--- src/rtl/css_pkg.sv ---
// Types and codes for the conveyor sort sequencer.
// No dependencies; used by every module of the block.
package css_pkg;

  typedef enum logic [2:0] {
    ST_OFF         = 3'd0,
    ST_IDLE        = 3'd1,
    ST_ENTERING    = 3'd2,
    ST_ON_BELT     = 3'd3,
    ST_AT_CAMERA   = 3'd4,
    ST_TILT_BOTTLE = 3'd5,
    ST_TILT_CAN    = 3'd6,
    ST_REJECTING   = 3'd7
  } stage_t;

  localparam logic [1:0] ARM_NONE   = 2'd0;
  localparam logic [1:0] ARM_ARM    = 2'd1;
  localparam logic [1:0] ARM_DISARM = 2'd2;

  localparam logic [1:0] VERD_NONE   = 2'd0;
  localparam logic [1:0] VERD_BOTTLE = 2'd1;
  localparam logic [1:0] VERD_CAN    = 2'd2;
  localparam logic [1:0] VERD_REJECT = 2'd3;

  localparam logic [1:0] CAUSE_NOT_RECYCLABLE = 2'd0;
  localparam logic [1:0] CAUSE_BOTTLE_BIN     = 2'd1;
  localparam logic [1:0] CAUSE_CAN_BIN        = 2'd2;

  localparam logic [1:0] BELT_HALT  = 2'd0;
  localparam logic [1:0] BELT_AHEAD = 2'd1;
  localparam logic [1:0] BELT_BACK  = 2'd2;

  localparam logic [3:0] EV_NONE           = 4'd0;
  localparam logic [3:0] EV_READY          = 4'd1;
  localparam logic [3:0] EV_ENTRY          = 4'd2;
  localparam logic [3:0] EV_REJ_NO_ROOM    = 4'd3;
  localparam logic [3:0] EV_BELT           = 4'd4;
  localparam logic [3:0] EV_CAMERA         = 4'd5;
  localparam logic [3:0] EV_ACC_BOTTLE     = 4'd6;
  localparam logic [3:0] EV_ACC_CAN        = 4'd7;
  localparam logic [3:0] EV_REJ_BOTTLE     = 4'd8;
  localparam logic [3:0] EV_REJ_CAN        = 4'd9;
  localparam logic [3:0] EV_REJ_NOT_RECYC  = 4'd10;
  localparam logic [3:0] EV_DROP_BOTTLE    = 4'd11;
  localparam logic [3:0] EV_DROP_CAN       = 4'd12;
  localparam logic [3:0] EV_DONE_BOTTLE    = 4'd13;
  localparam logic [3:0] EV_DONE_CAN       = 4'd14;
  localparam logic [3:0] EV_DONE_NOT_RECYC = 4'd15;

  localparam logic [1:0] CFG_TIMEOUT = 2'd0;
  localparam logic [1:0] CFG_CENTRE  = 2'd1;
  localparam logic [1:0] CFG_BOTTLE  = 2'd2;
  localparam logic [1:0] CFG_CAN     = 2'd3;

  localparam logic [31:0] TIMEOUT_RST = 32'd8000;
  localparam logic [7:0]  CENTRE_RST  = 8'd90;
  localparam logic [7:0]  BOTTLE_RST  = 8'd30;
  localparam logic [7:0]  CAN_RST     = 8'd150;

  typedef struct packed {
    logic [1:0]  arm_cmd;
    logic [1:0]  verdict_cmd;
    logic        bottle_bin_full;
    logic        can_bin_full;
    logic        entry_new;
    logic        entry_present;
    logic        belt_seen;
    logic        camera_seen;
    logic        bottle_drop_new;
    logic        can_drop_new;
    logic [31:0] now_ms;
  } in_word_t;

  typedef struct packed {
    logic [3:0] event_first;
    logic [3:0] event_second;
    logic [1:0] belt_drive;
    logic [7:0] servo_angle;
    logic       lamp_on;
    logic [2:0] stage_now;
  } out_word_t;

  typedef struct packed {
    logic [31:0] stage_timeout_ms;
    logic [7:0]  servo_centre_deg;
    logic [7:0]  servo_bottle_deg;
    logic [7:0]  servo_can_deg;
  } cfg_t;

endpackage

--- src/rtl/conveyor_sort_sequencer.sv ---
// Top level of the conveyor sort sequencer: input register, poll step, result register.
// Depends on css_pkg, css_cfg and css_step.
//
//   channel | direction | handshake         | payload
//   in_     | input     | in_valid/in_stall | in_word  (in_word_t, one poll)
//   out_    | output    | out_valid/out_stall | out_word (out_word_t, one result)
//   cfg_    | input     | cfg_valid/cfg_ready | cfg_index, cfg_data
//
// One word per cycle while out_stall stays low; a word passes the input register and then
// the result register, where out_valid rises and the result can be taken.
// The poll step sits between the input register and the result register, so the
// whole stage update of one word is combinational between them.
// Synchronous active-low reset: sequencer goes to off, all but the payload registers to their defaults.
// out_stall holds the result register and, when both registers are full, raises in_stall.
module conveyor_sort_sequencer (
  input  logic               clk,
  input  logic               rst_n,
  input  logic               in_valid,
  output logic               in_stall,
  input  css_pkg::in_word_t  in_word,
  output logic               out_valid,
  input  logic               out_stall,
  output css_pkg::out_word_t out_word,
  input  logic               cfg_valid,
  output logic               cfg_ready,
  input  logic [1:0]         cfg_index,
  input  logic [31:0]        cfg_data
);
  import css_pkg::*;

  cfg_t      cfg;
  in_word_t  s1_word_r;
  logic      s1_valid_r, s1_valid_nxt;
  out_word_t res;
  out_word_t out_word_r;
  logic      out_valid_r, out_valid_nxt;
  logic      advance;
  logic      fire;
  logic      take;

  // Advance the input register whenever the result register is empty or being taken.
  assign advance  = !out_valid_r || !out_stall;
  assign fire     = s1_valid_r && advance;
  assign in_stall = s1_valid_r && !advance;
  assign take     = in_valid && !in_stall;

  css_cfg u_cfg (
    .clk       (clk),
    .rst_n     (rst_n),
    .cfg_valid (cfg_valid),
    .cfg_ready (cfg_ready),
    .cfg_index (cfg_index),
    .cfg_data  (cfg_data),
    .cfg       (cfg)
  );

  // Step the sequencer state only when the word moves into the result register.
  css_step u_step (
    .clk   (clk),
    .rst_n (rst_n),
    .fire  (fire),
    .word  (s1_word_r),
    .cfg   (cfg),
    .res   (res)
  );

  always_comb begin
    s1_valid_nxt = s1_valid_r;
    if (take)         s1_valid_nxt = 1'b1;
    else if (advance) s1_valid_nxt = 1'b0;
  end

  always_comb begin
    out_valid_nxt = out_valid_r;
    if (fire)            out_valid_nxt = 1'b1;
    else if (!out_stall) out_valid_nxt = 1'b0;
  end

  always_ff @(posedge clk) begin
    if (!rst_n) begin
      s1_valid_r  <= 1'b0;
      out_valid_r <= 1'b0;
    end else begin
      s1_valid_r  <= s1_valid_nxt;
      out_valid_r <= out_valid_nxt;
    end
  end

  // Payload registers: load on acceptance, hold otherwise.
  always_ff @(posedge clk) begin
    if (take) s1_word_r  <= in_word;
    if (fire) out_word_r <= res;
  end

  assign out_valid = out_valid_r;
  assign out_word  = out_word_r;
endmodule

--- src/rtl/css_cfg.sv ---
// Configuration register file of the sorter: timeout and three flap angles.
// Depends on css_pkg.
module css_cfg (
  input  logic          clk,
  input  logic          rst_n,
  input  logic          cfg_valid,
  output logic          cfg_ready,
  input  logic [1:0]    cfg_index,
  input  logic [31:0]   cfg_data,
  output css_pkg::cfg_t cfg
);
  import css_pkg::*;

  cfg_t cfg_r;

  assign cfg_ready = 1'b1;
  assign cfg       = cfg_r;

  always_ff @(posedge clk) begin
    if (!rst_n) begin
      cfg_r.stage_timeout_ms <= TIMEOUT_RST;
      cfg_r.servo_centre_deg <= CENTRE_RST;
      cfg_r.servo_bottle_deg <= BOTTLE_RST;
      cfg_r.servo_can_deg    <= CAN_RST;
    end else if (cfg_valid) begin
      unique case (cfg_index)
        CFG_TIMEOUT: cfg_r.stage_timeout_ms <= cfg_data;
        CFG_CENTRE:  cfg_r.servo_centre_deg <= cfg_data[7:0];
        CFG_BOTTLE:  cfg_r.servo_bottle_deg <= cfg_data[7:0];
        CFG_CAN:     cfg_r.servo_can_deg    <= cfg_data[7:0];
        default: ;
      endcase
    end
  end
endmodule

--- src/rtl/css_step.sv ---
// Poll step of the sorter: stage machine, sequencer state and the result of one poll.
// Depends on css_pkg; the result is combinational from the held state and the word.
module css_step (
  input  logic               clk,
  input  logic               rst_n,
  input  logic               fire,
  input  css_pkg::in_word_t  word,
  input  css_pkg::cfg_t      cfg,
  output css_pkg::out_word_t res
);
  import css_pkg::*;

  stage_t      stage_r, stage_nxt;
  logic [31:0] start_r, start_nxt;
  logic [1:0]  pend_r, pend_nxt;
  logic [1:0]  cause_r, cause_nxt;
  logic [1:0]  belt_r, belt_nxt;
  logic [7:0]  servo_r, servo_nxt;
  logic        lamp_r, lamp_nxt;
  logic        stage_load;
  logic [3:0]  ev_a, ev_b;
  logic [1:0]  pv;
  logic [31:0] elapsed;
  logic        tmo;
  logic        baskets_full;
  logic        entry_any;

  assign pv           = (word.verdict_cmd != VERD_NONE) ? word.verdict_cmd : pend_r;
  assign elapsed      = word.now_ms - start_r;
  assign tmo          = elapsed > cfg.stage_timeout_ms;
  assign baskets_full = word.bottle_bin_full & word.can_bin_full;
  assign entry_any    = word.entry_new | word.entry_present;
  assign start_nxt    = stage_load ? word.now_ms : start_r;

  // Next stage and whether the stage clock restarts.
  always_comb begin
    stage_nxt  = stage_r;
    stage_load = 1'b0;
    if (word.arm_cmd == ARM_ARM) begin
      stage_nxt  = ST_IDLE;
      stage_load = 1'b1;
    end else if (word.arm_cmd == ARM_DISARM) begin
      stage_nxt  = ST_OFF;
      stage_load = 1'b1;
    end else begin
      unique case (stage_r)
        ST_OFF: ;
        ST_IDLE: begin
          if (word.entry_new) begin
            stage_nxt  = baskets_full ? ST_REJECTING : ST_ENTERING;
            stage_load = 1'b1;
          end
        end
        ST_ENTERING: begin
          if (word.belt_seen) begin
            stage_nxt  = ST_ON_BELT;
            stage_load = 1'b1;
          end else if (tmo) begin
            stage_nxt  = ST_REJECTING;
            stage_load = 1'b1;
          end
        end
        ST_ON_BELT: begin
          if (word.camera_seen) begin
            stage_nxt  = ST_AT_CAMERA;
            stage_load = 1'b1;
          end else if (tmo) begin
            stage_nxt  = ST_REJECTING;
            stage_load = 1'b1;
          end
        end
        ST_AT_CAMERA: begin
          if (pv == VERD_BOTTLE) begin
            stage_nxt  = word.bottle_bin_full ? ST_REJECTING : ST_TILT_BOTTLE;
            stage_load = 1'b1;
          end else if (pv == VERD_CAN) begin
            stage_nxt  = word.can_bin_full ? ST_REJECTING : ST_TILT_CAN;
            stage_load = 1'b1;
          end else if (pv == VERD_REJECT) begin
            stage_nxt  = ST_REJECTING;
            stage_load = 1'b1;
          end
        end
        ST_TILT_BOTTLE: begin
          if (word.bottle_drop_new || tmo) begin
            stage_nxt  = ST_IDLE;
            stage_load = 1'b1;
          end
        end
        ST_TILT_CAN: begin
          if (word.can_drop_new || tmo) begin
            stage_nxt  = ST_IDLE;
            stage_load = 1'b1;
          end
        end
        ST_REJECTING: begin
          if (entry_any || tmo) begin
            stage_nxt  = ST_IDLE;
            stage_load = 1'b1;
          end
        end
        default: ;
      endcase
    end
  end

  // Events, actuators, pending verdict and reject cause.
  always_comb begin
    ev_a      = EV_NONE;
    ev_b      = EV_NONE;
    pend_nxt  = pv;
    cause_nxt = cause_r;
    belt_nxt  = belt_r;
    servo_nxt = servo_r;
    lamp_nxt  = lamp_r;
    if (word.arm_cmd == ARM_ARM) begin
      servo_nxt = cfg.servo_centre_deg;
      belt_nxt  = BELT_HALT;
      pend_nxt  = VERD_NONE;
      ev_a      = EV_READY;
    end else if (word.arm_cmd == ARM_DISARM) begin
      belt_nxt  = BELT_HALT;
      lamp_nxt  = 1'b0;
      servo_nxt = cfg.servo_centre_deg;
    end else begin
      unique case (stage_r)
        ST_OFF: ;
        ST_IDLE: begin
          if (word.entry_new) begin
            ev_a     = EV_ENTRY;
            lamp_nxt = 1'b1;
            if (baskets_full) begin
              ev_b      = EV_REJ_NO_ROOM;
              cause_nxt = CAUSE_NOT_RECYCLABLE;
              belt_nxt  = BELT_BACK;
            end else begin
              belt_nxt = BELT_AHEAD;
            end
          end
        end
        ST_ENTERING: begin
          if (word.belt_seen) begin
            ev_a = EV_BELT;
          end else if (tmo) begin
            cause_nxt = CAUSE_NOT_RECYCLABLE;
            belt_nxt  = BELT_BACK;
          end
        end
        ST_ON_BELT: begin
          if (word.camera_seen) begin
            belt_nxt = BELT_HALT;
            pend_nxt = VERD_NONE;
            ev_a     = EV_CAMERA;
          end else if (tmo) begin
            cause_nxt = CAUSE_NOT_RECYCLABLE;
            belt_nxt  = BELT_BACK;
          end
        end
        ST_AT_CAMERA: begin
          if (pv == VERD_BOTTLE) begin
            pend_nxt = VERD_NONE;
            if (word.bottle_bin_full) begin
              ev_a      = EV_REJ_BOTTLE;
              cause_nxt = CAUSE_BOTTLE_BIN;
              belt_nxt  = BELT_BACK;
            end else begin
              ev_a      = EV_ACC_BOTTLE;
              servo_nxt = cfg.servo_bottle_deg;
              belt_nxt  = BELT_AHEAD;
            end
          end else if (pv == VERD_CAN) begin
            pend_nxt = VERD_NONE;
            if (word.can_bin_full) begin
              ev_a      = EV_REJ_CAN;
              cause_nxt = CAUSE_CAN_BIN;
              belt_nxt  = BELT_BACK;
            end else begin
              ev_a      = EV_ACC_CAN;
              servo_nxt = cfg.servo_can_deg;
              belt_nxt  = BELT_AHEAD;
            end
          end else if (pv == VERD_REJECT) begin
            pend_nxt  = VERD_NONE;
            ev_a      = EV_REJ_NOT_RECYC;
            cause_nxt = CAUSE_NOT_RECYCLABLE;
            belt_nxt  = BELT_BACK;
          end
        end
        ST_TILT_BOTTLE: begin
          if (word.bottle_drop_new || tmo) begin
            if (word.bottle_drop_new) ev_a = EV_DROP_BOTTLE;
            belt_nxt  = BELT_HALT;
            servo_nxt = cfg.servo_centre_deg;
          end
        end
        ST_TILT_CAN: begin
          if (word.can_drop_new || tmo) begin
            if (word.can_drop_new) ev_a = EV_DROP_CAN;
            belt_nxt  = BELT_HALT;
            servo_nxt = cfg.servo_centre_deg;
          end
        end
        ST_REJECTING: begin
          if (entry_any) begin
            belt_nxt  = BELT_HALT;
            servo_nxt = cfg.servo_centre_deg;
            case (cause_r)
              CAUSE_BOTTLE_BIN: ev_a = EV_DONE_BOTTLE;
              CAUSE_CAN_BIN:    ev_a = EV_DONE_CAN;
              default:          ev_a = EV_DONE_NOT_RECYC;
            endcase
          end else if (tmo) begin
            // timed-out reject keeps the flap where it is
            belt_nxt = BELT_HALT;
            ev_a     = EV_DONE_NOT_RECYC;
          end
        end
        default: ;
      endcase
    end
  end

  assign res.event_first  = ev_a;
  assign res.event_second = ev_b;
  assign res.belt_drive   = belt_nxt;
  assign res.servo_angle  = servo_nxt;
  assign res.lamp_on      = lamp_nxt;
  assign res.stage_now    = stage_nxt;

  always_ff @(posedge clk) begin
    if (!rst_n) begin
      stage_r <= ST_OFF;
      start_r <= '0;
      pend_r  <= VERD_NONE;
      cause_r <= CAUSE_NOT_RECYCLABLE;
      belt_r  <= BELT_HALT;
      servo_r <= CENTRE_RST;
      lamp_r  <= 1'b0;
    end else if (fire) begin
      stage_r <= stage_nxt;
      start_r <= start_nxt;
      pend_r  <= pend_nxt;
      cause_r <= cause_nxt;
      belt_r  <= belt_nxt;
      servo_r <= servo_nxt;
      lamp_r  <= lamp_nxt;
    end
  end
endmodule

--- config.mk ---
export PLATFORM = sky130hd
export DESIGN_NAME = conveyor_sort_sequencer
export DESIGN_NICKNAME = d
export VERILOG_FILES = /design/src/rtl/css_pkg.sv /design/src/rtl/conveyor_sort_sequencer.sv /design/src/rtl/css_cfg.sv /design/src/rtl/css_step.sv
export SDC_FILE = /design/constraint.sdc
export NUM_CORES = 1
export LEC_CHECK = 0
export BUFFER_PORTS_ARGS = -buffer_cell sky130_fd_sc_hd__buf_2
export CORE_MARGIN = 2
export CORE_UTILIZATION = 60
export CTS_CLUSTER_SIZE = 20
export DETAILED_ROUTE_END_ITERATION = 6
export GPL_ROUTABILITY_DRIVEN = 0
export PLACE_DENSITY = 0.85
export SYNTH_ARGS = -nofsm -noshare
export SYNTH_HDL_FRONTEND = slang
export SYNTH_SLANG_ARGS = --single-unit
--- constraint.sdc ---
create_clock -name clk -period 5.19 [get_ports clk]
set_input_delay 0.7785 -clock clk [delete_from_list [all_inputs] [get_ports clk]]
set_output_delay 0.7785 -clock clk [all_outputs]
set_load 0.01 [all_outputs]
# ---- Yosys cells after proc, flatten, opt, wreduce, memory -nomap -nowiden
# Cells that the tools add are included.
dict set report op_classes {
  add_sub_neg 1
  order_cmp 1
  eq_ne 25
  mux 101
  bitwise 6
  reduce_logical 23
}
# operator count
set op_table {}
lappend op_table {{$mux 2} 36}
lappend op_table {{$mux 8} 9}
lappend op_table {{$mux 3} 15}
lappend op_table {{$mux 4} 11}
lappend op_table {{$gt 32x32->1} 1}
lappend op_table {{$pmux 8 s4} 1}
lappend op_table {{$sub 32x32->32} 1}
lappend op_table {{$pmux 4 s7} 1}
lappend op_table {{$mux 1} 22}
lappend op_table {{$pmux 3 s7} 1}
lappend op_table {{$pmux 2 s7} 1}
lappend op_table {{$eq 2x2->1 const B} 6}
lappend op_table {{$eq 3x3->1 const B} 4}
lappend op_table {{$reduce_and 11->1} 1}
lappend op_table {{$reduce_and 2->1} 5}
lappend op_table {{$eq 2x1->1 const B} 4}
lappend op_table {{$pmux 2 s2} 2}
lappend op_table {{$pmux 2 s4} 1}
lappend op_table {{$pmux 1 s7} 1}
lappend op_table {{$eq 3x2->1 const B} 2}
lappend op_table {{$ne 2x2->1 const B} 3}
lappend op_table {{$logic_not 1->1} 4}
lappend op_table {{$logic_or 1x1->1} 4}
lappend op_table {{$ne 2x1->1 const B} 2}
lappend op_table {{13 further kinds} 19}
dict set report totals {
  ff_bits 174
  input_bits 83
  out_inout_bits 25
}

# ---- Logic depth before layout (Yosys ltp)
dict set report logic_depth {
  word_depth 10
  mapped_depth 23
  ltp_nobuf 21
}

# ---- By module
# From an unflattened synthesis, not the netlist that was laid out.
dict set report unflattened {
  hier_cells 1051
  area_unflattened_um2 9949.5
}
# module n_inst cells_each area_each_um2
set by_module_without_submodules {}
lappend by_module_without_submodules {css_step 1 746 5604.1}
lappend by_module_without_submodules {css_cfg 1 231 2279.7}
lappend by_module_without_submodules {conveyor_sort_sequencer 1 74 2065.7}

# ---- Worst setup path before layout
# OpenSTA, ideal clock, no wires.
dict set report synth_timing {
  kind {reg-to-reg}
  start {register s1_word_r[0] (netlist bit)}
  end {register u_step.start_r[10]}
  setup_time_ns 0.072
  t_arrival_ns 4.578
  path_slack_ns 0.540
  path_stages_with_launch 24
  n_path_buf 2
  synth_period_minus_slack_ns 4.650
  cell_sequence {edfxtp_1 inv_1 ha_1 inv_1 fa_1 a211oi_1 o21bai_1 or2_2 a31o_2 a21o_1 a21o_1 a21oi_1 xnor2_1 ha_1 nand4_1 or3_1 a21o_1 a31oi_4 o211ai_1 a221oi_1 o31a_1 buf_6 buf_6 mux2i_1}
}
dict set report synth_between {
  elab_chain_cells 8
}
# element line_no
set synth_rtl {}
lappend synth_rtl {{start, declared} conveyor_sort_sequencer.sv:32} ;# in_word_t s1_word_r;
lappend synth_rtl {{start signal, assigned} conveyor_sort_sequencer.sv:91} ;# if (take) s1_word_r <= in_word;
lappend synth_rtl {{$sub 32x32->32 (*)} css_step.sv:29} ;# assign elapsed = word.now_ms - start_r;
lappend synth_rtl {{$gt 32x32->1 (*)} css_step.sv:30} ;# assign tmo = elapsed > cfg.stage_timeout_ms;
lappend synth_rtl {{$mux 1, or another cell as far along} {css_step.sv:58, css_step.sv:67}}
lappend synth_rtl {{$mux 1, on equally long branches} n/a}
lappend synth_rtl {{$pmux 1 s7 (*)} css_step.sv:46} ;# unique case (stage_r)
lappend synth_rtl {{$mux 1 (*)} css_step.sv:42} ;# end else if (word.arm_cmd == ARM_DISARM) begin
lappend synth_rtl {{$mux 1 (*)} css_step.sv:39} ;# if (word.arm_cmd == ARM_ARM) begin
lappend synth_rtl {{$reduce_and 2->1 (no source line) (*)} n/a}
lappend synth_rtl {{end signal, assigned} css_step.sv:241} ;# start_r <= start_nxt;
lappend synth_rtl {{end, declared} css_step.sv:14} ;# logic [31:0] start_r, start_nxt;
# Every way passes the cells marked *; elsewhere a longest branch is shown, timed or not.
# A chain may end at the register's enable or synchronous reset.

# ---- Worst setup path in the final report
dict set report layout_timing {
  start {register s1_word_r[0] (netlist bit)}
  end {register u_step.start_r[26]}
}
# The elaborated chain is that of the path after synthesis.

==> results_dict.tcl <==
set metrics [dict create \
    drc 0 \
    pwr-share-clk_pct 37.5 \
    initial_utilization_pct 60.9 \
    synth.distinct_cells 73 \
    internal-power_mw 2.43 \
    met2_usage_pct 47.2 \
    p_sw_share_pct 27.8 \
    tightest_slew_ns 0.921 \
    fillers 1295 \
    finalCritPeriodShare_pct 96.6 \
    final_cells 1478 \
    fin_worst_skew_ns 0.00819 \
    cp_data_arrival_time_ns 5.38 \
    synth-seq-area-share_pct 40.4 \
    first_pass_iters 6 \
    power.share.sequential_pct 44.5 \
    synth_edf_count 63 \
    ys_ff_latch 171 \
    hold_violations 0 \
    relSlewSlack_pct 38.4 \
    power_leakage_nw 4.44 \
    hold_buffers 0 \
    htree_levels 4 \
    grt_pass1_vias 8193 \
    via_per_inst 6.00 \
    cp.required_ns 5.55 \
    pwr_density_cell_nw_per_um2 293 \
    synthArstFlopShare_pct 0 \
    irDropWorstVdd_mv 0.255 \
    finalCriticalPeriod_ns 5.02 \
    cts_buffers 17 \
    diodes 0 \
    io_pins 108 \
    synth_flop_cell "dfxtp_1" \
    coreArea_um2 16500 \
    detail_route.wl_per_cell_um 16.8 \
    num-nets-final 1400 \
    path_cells "inv_1 > ha_2 > inv_1 > fa_2 > a211oi_2 > o21bai_2 > o211ai_1 > a311oi_2 > o2111ai_2 > a21boi_2 > o2111ai_2 > nand3_1 > ha_1 > nand2_1 > nor3_2 > nand3_1 > buf_4 > a31oi_4 > o211ai_1 > a221oi_2 > o31a_2 > clkbuf_16 > mux2i_1" \
    p_switching_mw 0.934 \
    worstPathMaxFanout 8 \
    final_layout_size_suffix_gt1_share_pct 14.9 \
    netlist_top_cells_area "dfxtp_1 22%, edfxtp_1 19%, nand2_1 8.9%" \
    design_area_um2 11500 \
    drtIter0Drc 1051 \
    ant_nets 0 \
    clk_path_buf_depth 2 \
    die_x_um 133 \
    fin_tns_setup_ns 0 \
    clkLatencyLatePin_ns 0.44 \
    yosysTopAreaCell "dfxtp_1" \
    dp_cells 1441 \
    final-setup-viol-count 0 \
    cts_tree "built" \
    min-delay-path-class "flop to flop" \
    synth_cells 1158 \
    grtUsageMet1_pct 33.3 \
    grt_pass1_wl_mm 39.4 \
    dpl.hpwl_mm 17.0 \
    portBuffers 104 \
    cp_slowest_stage_delay_ns 0.39 \
    synth_commonest_cells "239 x nand2_1, 108 x dfxtp_1, 87 x inv_1" \
    path_class "flop to flop" \
    critPathLaunchType "flop" \
    area_delta_synth_final_pct 14.2 \
    totalWireLength_mm 24.9 \
    vias 8862 \
    slew_violations 0 \
    grt_overflow 0 \
    crit_slowest_cell "edfxtp_1" \
    netlist_area_um2 10000 \
    yosysTopAreaCellShare_pct 21.5 \
    grt_busiest_layer "met2" \
    crit_path_end_kind "flop" \
    yosysMostFrequentCell "nand2_1" \
    grt_usage_pct 27.6 \
    syn_avg_cell_area_um2 8.66 \
    antenna_found_initial 0 \
    yosys_warnings 0 \
    dieArea_um2 17800 \
    status "complete, no violations" \
    max_cap_violations 0 \
    grt_util_met3_pct 5.56 \
    dpl_cell_area_um2 10700 \
    p_comb_share_pct 18.0 \
    clock.fmax_mhz 199 \
    die_h_um 133 \
    rows 47 \
    clkSlewWorstSetupHoldPaths_ns 0.07 \
    cts.sinks 171 \
    grt_start_max_net_pins 94 \
    clockRootBuffer "clkbuf_16" \
]
==> worst paths after layout <==
| kind | from | to | slack, ns | cells past startpoint |
|---|---|---|---|---|
| setup / recovery | s1_word_r[0] | u_step.start_r[26] | 0.17 | 23 |
| setup reg to reg | s1_word_r[0] | u_step.start_r[26] | 0.17 | 23 |
| hold reg to reg | u_step.start_r[11] | u_step.start_r[11] | 0.46 | 2 |
| hold / removal | u_step.start_r[11] | u_step.start_r[11] | 0.46 | 2 |
==> final cells by class <==
| cell class | instances | area [µm²] | area share (%) |
|---|---|---|---|
| tap | 220 | 275 | 2.40 |
| inverter | 88 | 330 | 2.88 |
| clock inverter | 8 | 51.3 | 0.448 |
| timing repair buffer | 118 | 687 | 5.99 |
| sequential | 171 | 4050 | 35.4 |
| clock buffer | 24 | 536 | 4.67 |
| multi-input combinational | 849 | 5530 | 48.2 |
==> critical path: cells and delay by family, from the launching register on <==
family / cells / cell delay [ns]
flops: 1 / 0.39
buf+inv: 4 / 0.52
compound gates: 11 / 2.43
mux: 1 / 0.21
fa+ha+maj: 3 / 0.85
simple gates: 4 / 0.54
==> metal layers <==
layer  vias up  routed length, µm  part of all wire, %
met3       103               1650                  6.6
met5         -                  0                    0
met2       417              12200                   49
li1       4269                  -                    -
met1      4073               9970                   40
met4         0               1040                  4.2
==> flip-flops by register name, summed over array words and instances (netlist names) <==
| register | cells |
|---|---|
| u_step.pend_r | 2 |
| out_word | 19 |
| u_step.stage_r | 3 |
| s1_word_r | 44 |
| u_step.lamp_r | 1 |
| u_cfg.cfg | 56 |
| out_valid | 1 |
| u_step.start_r | 32 |
| u_step.belt_r | 2 |
| u_step.servo_r | 8 |
| s1_valid_r | 1 |
| u_step.cause_r | 2 |
==> metrics by stage <==
stage / utilization (%) / power (mW) / hold WS, ns / setup WS (ns)
6_report: 69.6 / 3.36 / 0.461 / 0.174
5_1_grt: 69.6 / 3.49 / 0.479 / -0.116
4_1_cts: 68.5 / 3.33 / 0.459 / 0.0807
3_5_place_dp: 64.9 / 2.08 / 0.448 / 0.0105
3_3_place_gp: 64.9 / 2.06 / 0.441 / 0.273
2_1_floorplan: - / 1.92 / 0.435 / 0.540
==> power groups by stage <==
stage                     sequential, mW  combinational (mW)  clock, mW
final                               1.49               0.606       1.26
after global routing                1.50               0.673       1.32
after CTS                           1.49               0.570       1.27
after detailed placement            1.52               0.562          0
after global placement              1.52               0.542          0
after floorplan                     1.51               0.412          0
==> cells by family after synthesis <==
group / synth area share [%]
compound gates: 19.6
simple gates: 18.9
other cells: 0.0749
mux: 4.39
buf+inv: 5.67
fa+ha+maj: 9.05
flops: 40.4
xor+xnor: 1.92
==> layout by cell type, fill, tap and decap left out, drive strengths merged, types with 10 or more instances in the layout <==
| cell | instances |
|---|---|
| a21boi | 48 |
| ha | 71 |
| xnor2 | 15 |
| nor2b | 16 |
| o211ai | 15 |
| a31oi | 11 |
| inv | 91 |
| and3 | 10 |
| a21o | 13 |
| a211oi | 11 |
| buf | 116 |
| or3 | 10 |
| nor3 | 11 |
| nand3 | 31 |
| clkbuf | 26 |
| nand4 | 10 |
| dfxtp | 108 |
| edfxtp | 63 |
| nand2 | 239 |
| o221ai | 16 |
| o21ai | 50 |
| nor2 | 66 |
| a21oi | 53 |
| mux2i | 44 |
==> timing repair <==
action | CTS | global route
setup buffers | 0 | 2
setup endpoints to repair | 5 | 62
gates resized for setup | 1 | 25
cloned | 0 | 3
hold endpoints to repair | 0 | 0
pin swaps | 0 | 20
Note: power is estimated with default switching activity, not from simulation.
